**config.mk**
```make
export PLATFORM = sky130hd
export DESIGN_NAME = framed_packet_crc32_receiver_unit
export DESIGN_NICKNAME = d
export VERILOG_FILES = /design/src/design/fpcr_pkg.sv /design/src/design/fpcr_parser.sv /design/src/design/framed_packet_crc32_receiver_unit.sv
export SDC_FILE = /design/constraint.sdc
export NUM_CORES = 1
export LEC_CHECK = 0
export BUFFER_PORTS_ARGS = -buffer_cell sky130_fd_sc_hd__buf_2
export CAP_MARGIN = 40
export CORE_MARGIN = 1.5
export CORE_UTILIZATION = 58
export CTS_BUF_LIST = sky130_fd_sc_hd__clkbuf_4 sky130_fd_sc_hd__clkbuf_8
export CTS_CLUSTER_DIAMETER = 80
export DETAILED_ROUTE_END_ITERATION = 6
export GPL_TIMING_DRIVEN = 0
export MAX_ROUTING_LAYER = met4
export PLACE_DENSITY = 0.77
export SETUP_SLACK_MARGIN = 0.2
export SYNTH_ARGS = -nofsm -noshare
export SYNTH_HDL_FRONTEND = slang
export SYNTH_SLANG_ARGS = --single-unit
```
**constraint.sdc**
```tcl
create_clock -name clk -period 4.02 [get_ports clk]
set_clock_uncertainty 0.05 [all_clocks]
set_input_delay 0.402 -clock clk [delete_from_list [all_inputs] [get_ports clk]]
set_output_delay 0.402 -clock clk [all_outputs]
set_load 0.01 [all_outputs]
```
**src/design/fpcr_pkg.sv**
```systemverilog
// Shared types, codes and the CRC-32 byte update for the packet receiver.
`timescale 1ns / 1ps

package fpcr_pkg;

  localparam logic [31:0] CRC_POLY = 32'hEDB8_8320;

  localparam logic [7:0]  START_BYTE_RST = 8'h02;
  localparam logic [7:0]  END_BYTE_RST   = 8'h03;
  localparam logic [15:0] MAX_LEN_RST    = 16'd4096;
  localparam logic [31:0] CRC_INIT_RST   = 32'hFFFF_FFFF;

  typedef enum logic [1:0] {
    REG_START_BYTE = 2'd0,
    REG_END_BYTE   = 2'd1,
    REG_MAX_LEN    = 2'd2,
    REG_CRC_INIT   = 2'd3
  } reg_index_t;

  typedef enum logic [2:0] {
    K_CONSOLE = 3'd0,
    K_HEADER  = 3'd1,
    K_PAYLOAD = 3'd2,
    K_TRAILER = 3'd3,
    K_GOOD    = 3'd4,
    K_LENERR  = 3'd5,
    K_CRCERR  = 3'd6,
    K_ETXERR  = 3'd7
  } kind_t;

  typedef struct packed {
    logic [31:0] crc_init;
    logic [15:0] max_len;
    logic [7:0]  end_byte;
    logic [7:0]  start_byte;
  } cfg_t;

  typedef struct packed {
    logic [15:0] payload_length;
    logic [7:0]  command_code;
    logic [15:0] seq_number;
    logic [7:0]  slave_address;
    logic [7:0]  byte_value;
    kind_t       kind;
  } result_t;

  // reflected CRC-32, one byte, LSB first
  function automatic logic [31:0] crc_byte(input logic [31:0] crc, input logic [7:0] b);
    logic [31:0] c;
    c = crc ^ {24'd0, b};
    for (int i = 0; i < 8; i++) begin
      if (c[0]) begin
        c = (c >> 1) ^ CRC_POLY;
      end else begin
        c = c >> 1;
      end
    end
    return c;
  endfunction

endpackage

```
**src/design/fpcr_parser.sv**
```systemverilog
// Packet parser: phase sequencer, running CRC and held header fields.
`timescale 1ns / 1ps

module fpcr_parser (
  input  logic             clk,
  input  logic             rst_n,
  input  logic             step,
  input  logic [7:0]       rx_byte,
  input  fpcr_pkg::cfg_t   cfg,
  output fpcr_pkg::result_t result
);

  typedef enum logic [3:0] {
    PH_HUNT   = 4'd0,
    PH_SLAVE  = 4'd1,
    PH_NUM_LO = 4'd2,
    PH_NUM_HI = 4'd3,
    PH_CMD    = 4'd4,
    PH_LEN_LO = 4'd5,
    PH_LEN_HI = 4'd6,
    PH_DATA   = 4'd7,
    PH_CRC    = 4'd8,
    PH_END    = 4'd9
  } phase_t;

  phase_t      phase_r, phase_nxt;
  logic [31:0] crc_running_r, crc_running_nxt;
  logic [31:0] crc_final_r, crc_final_nxt;
  logic [31:0] crc_received_r, crc_received_nxt;
  logic [1:0]  trailer_index_r, trailer_index_nxt;
  logic [15:0] bytes_left_r, bytes_left_nxt;
  logic [7:0]  held_slave_r, held_slave_nxt;
  logic [15:0] held_number_r, held_number_nxt;
  logic [7:0]  held_command_r, held_command_nxt;
  logic [15:0] held_length_r, held_length_nxt;
  logic [31:0] crc_upd;
  logic [15:0] left_dec;
  fpcr_pkg::kind_t kind;
  logic        console;

  assign crc_upd  = fpcr_pkg::crc_byte(crc_running_r, rx_byte);
  assign left_dec = bytes_left_r - 16'd1;

  always_comb begin
    phase_nxt         = phase_r;
    crc_running_nxt   = crc_running_r;
    crc_final_nxt     = crc_final_r;
    crc_received_nxt  = crc_received_r;
    trailer_index_nxt = trailer_index_r;
    bytes_left_nxt    = bytes_left_r;
    held_slave_nxt    = held_slave_r;
    held_number_nxt   = held_number_r;
    held_command_nxt  = held_command_r;
    held_length_nxt   = held_length_r;
    kind              = fpcr_pkg::K_HEADER;
    console           = 1'b0;
    case (phase_r)
      PH_SLAVE: begin
        crc_running_nxt = crc_upd;
        held_slave_nxt  = rx_byte;
        phase_nxt       = PH_NUM_LO;
      end
      PH_NUM_LO: begin
        crc_running_nxt = crc_upd;
        held_number_nxt = {8'd0, rx_byte};
        phase_nxt       = PH_NUM_HI;
      end
      PH_NUM_HI: begin
        crc_running_nxt = crc_upd;
        held_number_nxt = {rx_byte, held_number_r[7:0]};
        phase_nxt       = PH_CMD;
      end
      PH_CMD: begin
        crc_running_nxt  = crc_upd;
        held_command_nxt = rx_byte;
        phase_nxt        = PH_LEN_LO;
      end
      PH_LEN_LO: begin
        crc_running_nxt = crc_upd;
        held_length_nxt = {8'd0, rx_byte};
        phase_nxt       = PH_LEN_HI;
      end
      PH_LEN_HI: begin
        crc_running_nxt   = crc_upd;
        held_length_nxt   = {rx_byte, held_length_r[7:0]};
        trailer_index_nxt = 2'd0;
        crc_received_nxt  = 32'd0;
        if (held_length_nxt > cfg.max_len) begin
          kind      = fpcr_pkg::K_LENERR;
          phase_nxt = PH_HUNT;
        end else if (held_length_nxt == 16'd0) begin
          // empty payload: trailer follows at once
          crc_final_nxt = crc_upd ^ cfg.crc_init;
          phase_nxt     = PH_CRC;
        end else begin
          bytes_left_nxt = held_length_nxt;
          phase_nxt      = PH_DATA;
        end
      end
      PH_DATA: begin
        kind            = fpcr_pkg::K_PAYLOAD;
        crc_running_nxt = crc_upd;
        bytes_left_nxt  = left_dec;
        if (left_dec == 16'd0) begin
          crc_final_nxt = crc_upd ^ cfg.crc_init;
          phase_nxt     = PH_CRC;
        end
      end
      PH_CRC: begin
        kind = fpcr_pkg::K_TRAILER;
        crc_received_nxt[{trailer_index_r, 3'b000} +: 8] =
          crc_received_r[{trailer_index_r, 3'b000} +: 8] | rx_byte;
        trailer_index_nxt = trailer_index_r + 2'd1;
        if (trailer_index_r == 2'd3) begin
          phase_nxt = PH_END;
        end
      end
      PH_END: begin
        if (rx_byte != cfg.end_byte) begin
          kind = fpcr_pkg::K_ETXERR;
        end else if (crc_final_r != crc_received_r) begin
          kind = fpcr_pkg::K_CRCERR;
        end else begin
          kind = fpcr_pkg::K_GOOD;
        end
        phase_nxt = PH_HUNT;
      end
      default: begin
        // hunting, and any unused phase code
        if (rx_byte == cfg.start_byte) begin
          held_slave_nxt    = 8'd0;
          held_number_nxt   = 16'd0;
          held_command_nxt  = 8'd0;
          held_length_nxt   = 16'd0;
          crc_received_nxt  = 32'd0;
          trailer_index_nxt = 2'd0;
          bytes_left_nxt    = 16'd0;
          crc_running_nxt   = fpcr_pkg::crc_byte(cfg.crc_init, rx_byte);
          phase_nxt         = PH_SLAVE;
        end else begin
          phase_nxt = PH_HUNT;
          kind      = fpcr_pkg::K_CONSOLE;
          console   = 1'b1;
        end
      end
    endcase
  end

  always_comb begin
    result.kind           = kind;
    result.byte_value     = rx_byte;
    result.slave_address  = console ? 8'd0  : held_slave_nxt;
    result.seq_number     = console ? 16'd0 : held_number_nxt;
    result.command_code   = console ? 8'd0  : held_command_nxt;
    result.payload_length = console ? 16'd0 : held_length_nxt;
  end

  always_ff @(posedge clk) begin
    if (!rst_n) begin
      phase_r         <= PH_HUNT;
      crc_running_r   <= fpcr_pkg::CRC_INIT_RST;
      crc_final_r     <= 32'd0;
      crc_received_r  <= 32'd0;
      trailer_index_r <= 2'd0;
      bytes_left_r    <= 16'd0;
      held_slave_r    <= 8'd0;
      held_number_r   <= 16'd0;
      held_command_r  <= 8'd0;
      held_length_r   <= 16'd0;
    end else if (step) begin
      phase_r         <= phase_nxt;
      crc_running_r   <= crc_running_nxt;
      crc_final_r     <= crc_final_nxt;
      crc_received_r  <= crc_received_nxt;
      trailer_index_r <= trailer_index_nxt;
      bytes_left_r    <= bytes_left_nxt;
      held_slave_r    <= held_slave_nxt;
      held_number_r   <= held_number_nxt;
      held_command_r  <= held_command_nxt;
      held_length_r   <= held_length_nxt;
    end
  end

endmodule

```
**src/design/framed_packet_crc32_receiver_unit.sv**
```systemverilog
// Top level: config registers, input register, parser and result register.
//
//  channel | direction | transfer carries
//  in_     | slave     | one received byte
//  out_    | master    | one result: kind in tuser, byte and header fields in tdata
//  cfg_    | write     | one register write, no wait
//
// One byte per cycle sustained while the output is not stalled. The parser steps when the
// input register moves into the result register, so the CRC byte update and phase step lie
// on the combinational path between the two registers.
// rst_n is synchronous: phase to hunting, all but the payload registers to their reset values.
// A stalled output holds its result; one more byte waits in the input register.
`timescale 1ns / 1ps

module framed_packet_crc32_receiver_unit (
  input  logic        clk,
  input  logic        rst_n,
  input  logic        in_tvalid,
  output logic        in_tready,
  input  logic [7:0]  in_tdata,   // [7:0] rx_byte
  output logic        out_tvalid,
  input  logic        out_tready,
  output logic [55:0] out_tdata,  // byte_value, slave_address, seq_number,
                                  // command_code, payload_length
  output logic [2:0]  out_tuser,  // [2:0] kind
  input  logic        cfg_wr_en,
  input  logic [1:0]  cfg_index,
  input  logic [31:0] cfg_wdata
);

  fpcr_pkg::cfg_t    cfg_r;
  fpcr_pkg::result_t res;
  fpcr_pkg::result_t out_res_r;
  logic        in_valid_r;
  logic [7:0]  in_byte_r;
  logic        out_valid_r;
  logic        advance;

  assign advance   = in_valid_r && (!out_valid_r || out_tready);
  assign in_tready = !in_valid_r || advance;

  fpcr_parser u_parser (
    .clk     (clk),
    .rst_n   (rst_n),
    .step    (advance),
    .rx_byte (in_byte_r),
    .cfg     (cfg_r),
    .result  (res)
  );

  always_ff @(posedge clk) begin
    if (!rst_n) begin
      cfg_r.start_byte <= fpcr_pkg::START_BYTE_RST;
      cfg_r.end_byte   <= fpcr_pkg::END_BYTE_RST;
      cfg_r.max_len    <= fpcr_pkg::MAX_LEN_RST;
      cfg_r.crc_init   <= fpcr_pkg::CRC_INIT_RST;
    end else if (cfg_wr_en) begin
      case (fpcr_pkg::reg_index_t'(cfg_index))
        fpcr_pkg::REG_START_BYTE: cfg_r.start_byte <= cfg_wdata[7:0];
        fpcr_pkg::REG_END_BYTE:   cfg_r.end_byte   <= cfg_wdata[7:0];
        fpcr_pkg::REG_MAX_LEN:    cfg_r.max_len    <= cfg_wdata[15:0];
        fpcr_pkg::REG_CRC_INIT:   cfg_r.crc_init   <= cfg_wdata;
        default: ;
      endcase
    end
  end

  always_ff @(posedge clk) begin
    if (!rst_n) begin
      in_valid_r  <= 1'b0;
      out_valid_r <= 1'b0;
    end else begin
      if (in_tvalid && in_tready) begin
        in_valid_r <= 1'b1;
      end else if (advance) begin
        in_valid_r <= 1'b0;
      end
      if (advance) begin
        out_valid_r <= 1'b1;
      end else if (out_tready) begin
        out_valid_r <= 1'b0;
      end
    end
  end

  // payload registers, no reset
  always_ff @(posedge clk) begin
    if (in_tvalid && in_tready) begin
      in_byte_r <= in_tdata;
    end
    if (advance) begin
      out_res_r <= res;
    end
  end

  assign out_tvalid = out_valid_r;
  assign out_tuser  = out_res_r.kind;
  assign out_tdata  = {out_res_r.payload_length, out_res_r.command_code,
                       out_res_r.seq_number, out_res_r.slave_address,
                       out_res_r.byte_value};

endmodule

```
==> run_results.csv <==
group,metric,value,unit
logic_synthesis,yosysTopAreaCellShare,29.0,%
timing,drv_slew,0,
route,via_count,14100,
floorplanning,core,27000,sq um
setup_path,path_class,"reg2reg",
clock_tree,clockRootBuffer,"clkbuf_8",
clock_tree,cts_tree,"yes",
power,p_int,5.40,mW
setup_path,startpoint,"in_byte_r[6]",
route,drc_errors,0,
final_layout,stdcell_count,2345,
floorplanning,fp.dieH,169,um
timing,rsz0062_at_grt,"false",
final_layout,diodes,0,
logic_synthesis,yosysWarnings,0,
floorplanning,die_w,169,um
power,clkPwrFrac,36.9,%
run,drv_cap,0,
logic_synthesis,avgSynthCellArea,9.04,sq um
clock_tree,insertion_delay,610,ps
logic_synthesis,synth-seq-cells,299,
min_path,hold_path.startpoint,"cfg_wdata[14]",
final_layout,drive_gt1_share,14.8,%
place,post-place-ws,584,ps
route,avgRoutedWirePerCell,21.0,um
run_status,status,"finished clean",
setup_path,endpoint_kind,"flip-flop",
logic_synthesis,synth_area_leaders,"dfxtp_1 (29%), edfxtp_1 (13%), nand2_1 (7.1%)",
timing,max_freq,0.278,GHz
route,drt_iter0_markers,1653,
logic_synthesis,synth-main-ff-cell,"dfxtp_1",
timing,min_period,3600,ps
power,seq_power_share,41.4,%
grt,grt_usage,35.6,%
logic_synthesis,syn_nets,1840,
grt,grt_first_pass_wirelength,75900,um
final_layout,nNetsFinal,2036,
clock_tree,cts.clk_slew.worst_paths,60,ps
power,p_sw_share,30.8,%
clock_tree,htreeDepth,2,
setup_path,cp_max_fo,10,
final_layout,syn2layout_area_growth,14.9,%
grt,grt_max_degree,69,
place,port_buffers,107,
power,totalPowerFinal,7.80,mW
grt,grt_overflow,0,
power,vdd_drop_max,0.329,mV
route,post_drt_via_cell_ratio,6.01,
timing,setup_ws,418,ps
logic_synthesis,synth_common_cells,"nand2_1 (302), dfxtp_1 (232), nor2_1 (158)",
floorplanning,start_util,59.2,%
place,gp_congestion,1.00,
setup_path,required,4410,ps
logic_synthesis,synth_cell_types,77,
logic_synthesis,synthMostInstantiatedCell,"nand2_1",
timing,hold_viol,0,
logic_synthesis,synth_top_cell_by_area,"dfxtp_1",
min_path,holdCritPathClass,"in2reg",
power,power.density,424,nW/um^2
timing,setup_viol,0,
setup_path,arrival,3990,ps
logic_synthesis,syn_inst,1771,
logic_synthesis,synth_edf_count,67,
place,dp_hpwl,35800,um
logic_synthesis,syn-cell-area,16000,sq um
clock_tree,cts_num_sinks,299,
grt,grt_pass1_vias,13300,
route,ant_nets,0,
grt,antenna_found_initial,0,
timing,fin_setup_tns,0,ps
timing,whs,18.0,ps
logic_synthesis,yosysSeqAreaShare,41.6,%
timing,fin_crit_sh,89.6,%
setup_path,timing.rr.start,"in_byte_r[6]",
floorplanning,pin_count,108,
clock_tree,clk_path_buf_depth,3,
setup_path,critPathLaunchType,"flip-flop",
logic_synthesis,synth_async_sr_flop_share,0,%
floorplanning,die-area,28600,sq um
route,first_pass_iters,7,
power,power_frac_comb,21.7,%
clock_tree,cts_made_buffers,50,
clock_tree,post_cts_buffers,0,
power,p_switching,2.40,mW
timing,tightest_slew,953,ps
power,p_leak,7.62,nW
place,dp_cells,2225,
route,totalWireLength,49300,um
timing,max-slew-margin-rel,36.4,%
floorplanning,std_cell_rows,60,
[placed cells by master, fill, tap and decap left out, types with 12 or more instances in the layout]
cell             n
nand3_1         67
a21oi_1         50
nor2b_1         15
mux2i_1         82
a22oi_1         69
nor4_1          18
buf_2          125
xnor2_1        121
clkbuf_8        58
a22o_1          25
inv_1           27
ha_1            22
o211ai_1        18
or3_1           17
nor3_1          15
edfxtp_1        67
o21ai_0         64
a211oi_1        21
mux2_2          14
xnor2_2         12
dlygate4sd3_1   31
dfxtp_1        232
nor2_1         158
or2_2           14
xor2_1          82
clkbuf_1        91
clkbuf_4        18
nand2_1        302
[sequential cells by signal, summed over array words and instances, names as in the netlist, 16 cells and up]
register / count
out_tdata: 56
u_parser.crc_received_r: 32
u_parser.bytes_left_r: 16
u_parser.held_length_r: 16
u_parser.held_number_r: 16
u_parser.crc_running_r: 32
cfg_r: 64
u_parser.crc_final_r: 32
[final cells by class]
class | instances | area (sq um)
Tap cell | 341 | 427
Fill cell | 2217 | 8630
Inverter | 27 | 101
Clock inverter | 14 | 135
Multi-Input combinational cell | 1320 | 8690
Buffer | 125 | 564
Timing Repair Buffer | 144 | 898
Sequential cell | 299 | 6660
Clock buffer | 75 | 926
[logic make-up after synthesis]
family                     count (synthesis)  share of synthesized area [%]
DFF                                      299                           41.6
AOI/OAI and AO/OA                        312                           13.4
buffers and inverters                    152                           4.14
muxes                                    104                           7.24
adders and majority gates                 22                           1.72
xor gates and xnor gates                 225                           13.6
and+or+nand+nor                          657                           18.4
[worst max-delay path, stage by stage (launching register included)]
cell      delay [ps]
edfxtp_1         400
buf_2            280
xor2_1           200
nor4_2           640
nand3b_1         200
a21oi_1          530
o31ai_1          340
buf_2            280
nor2_2           320
o221ai_1         200
[per-stage QoR]
stage	instance area (sq um)	util, %
final	18400	68.1
after global routing	18400	68.1
after CTS	18400	68.1
after detailed placement	17000	63.0
after global placement	17000	62.8
after floorplan	16000	-
[what timing repair did]
action                                 CTS  global route
endpoints found under the hold margin   32             0
hold buffers                            31             0
resized for setup                        0             0
[power groups by stage]
stage | Clock [mW] | Combinational (mW) | Sequential (mW)
global placement | 0 | 1.60 | 3.29
CTS | 2.90 | 1.65 | 3.23
floorplan | 0 | 1.15 | 3.29
detailed placement | 0 | 1.62 | 3.29
global route | 3.03 | 1.80 | 3.23
finish | 2.88 | 1.69 | 3.23
[worst paths after layout]
path,to,slack (ps),depth (start not counted)
hold reg to reg,cfg_r[23],410,2
setup reg to reg,u_parser.bytes_left_r[4],420,9
hold / removal,cfg_r[30],20,3
setup / recovery,u_parser.bytes_left_r[4],420,9
[routing by layer]
metal  GRT usage, %  vias up  part of all wire [%]
li1               -     6541                     -
met1           48.0     6758                    43
met2           53.8      700                    45
met3           7.55       95                   9.8
met4           11.3        0                   2.6
met5              -        -                     0
Power figures use the tool's default switching activity.
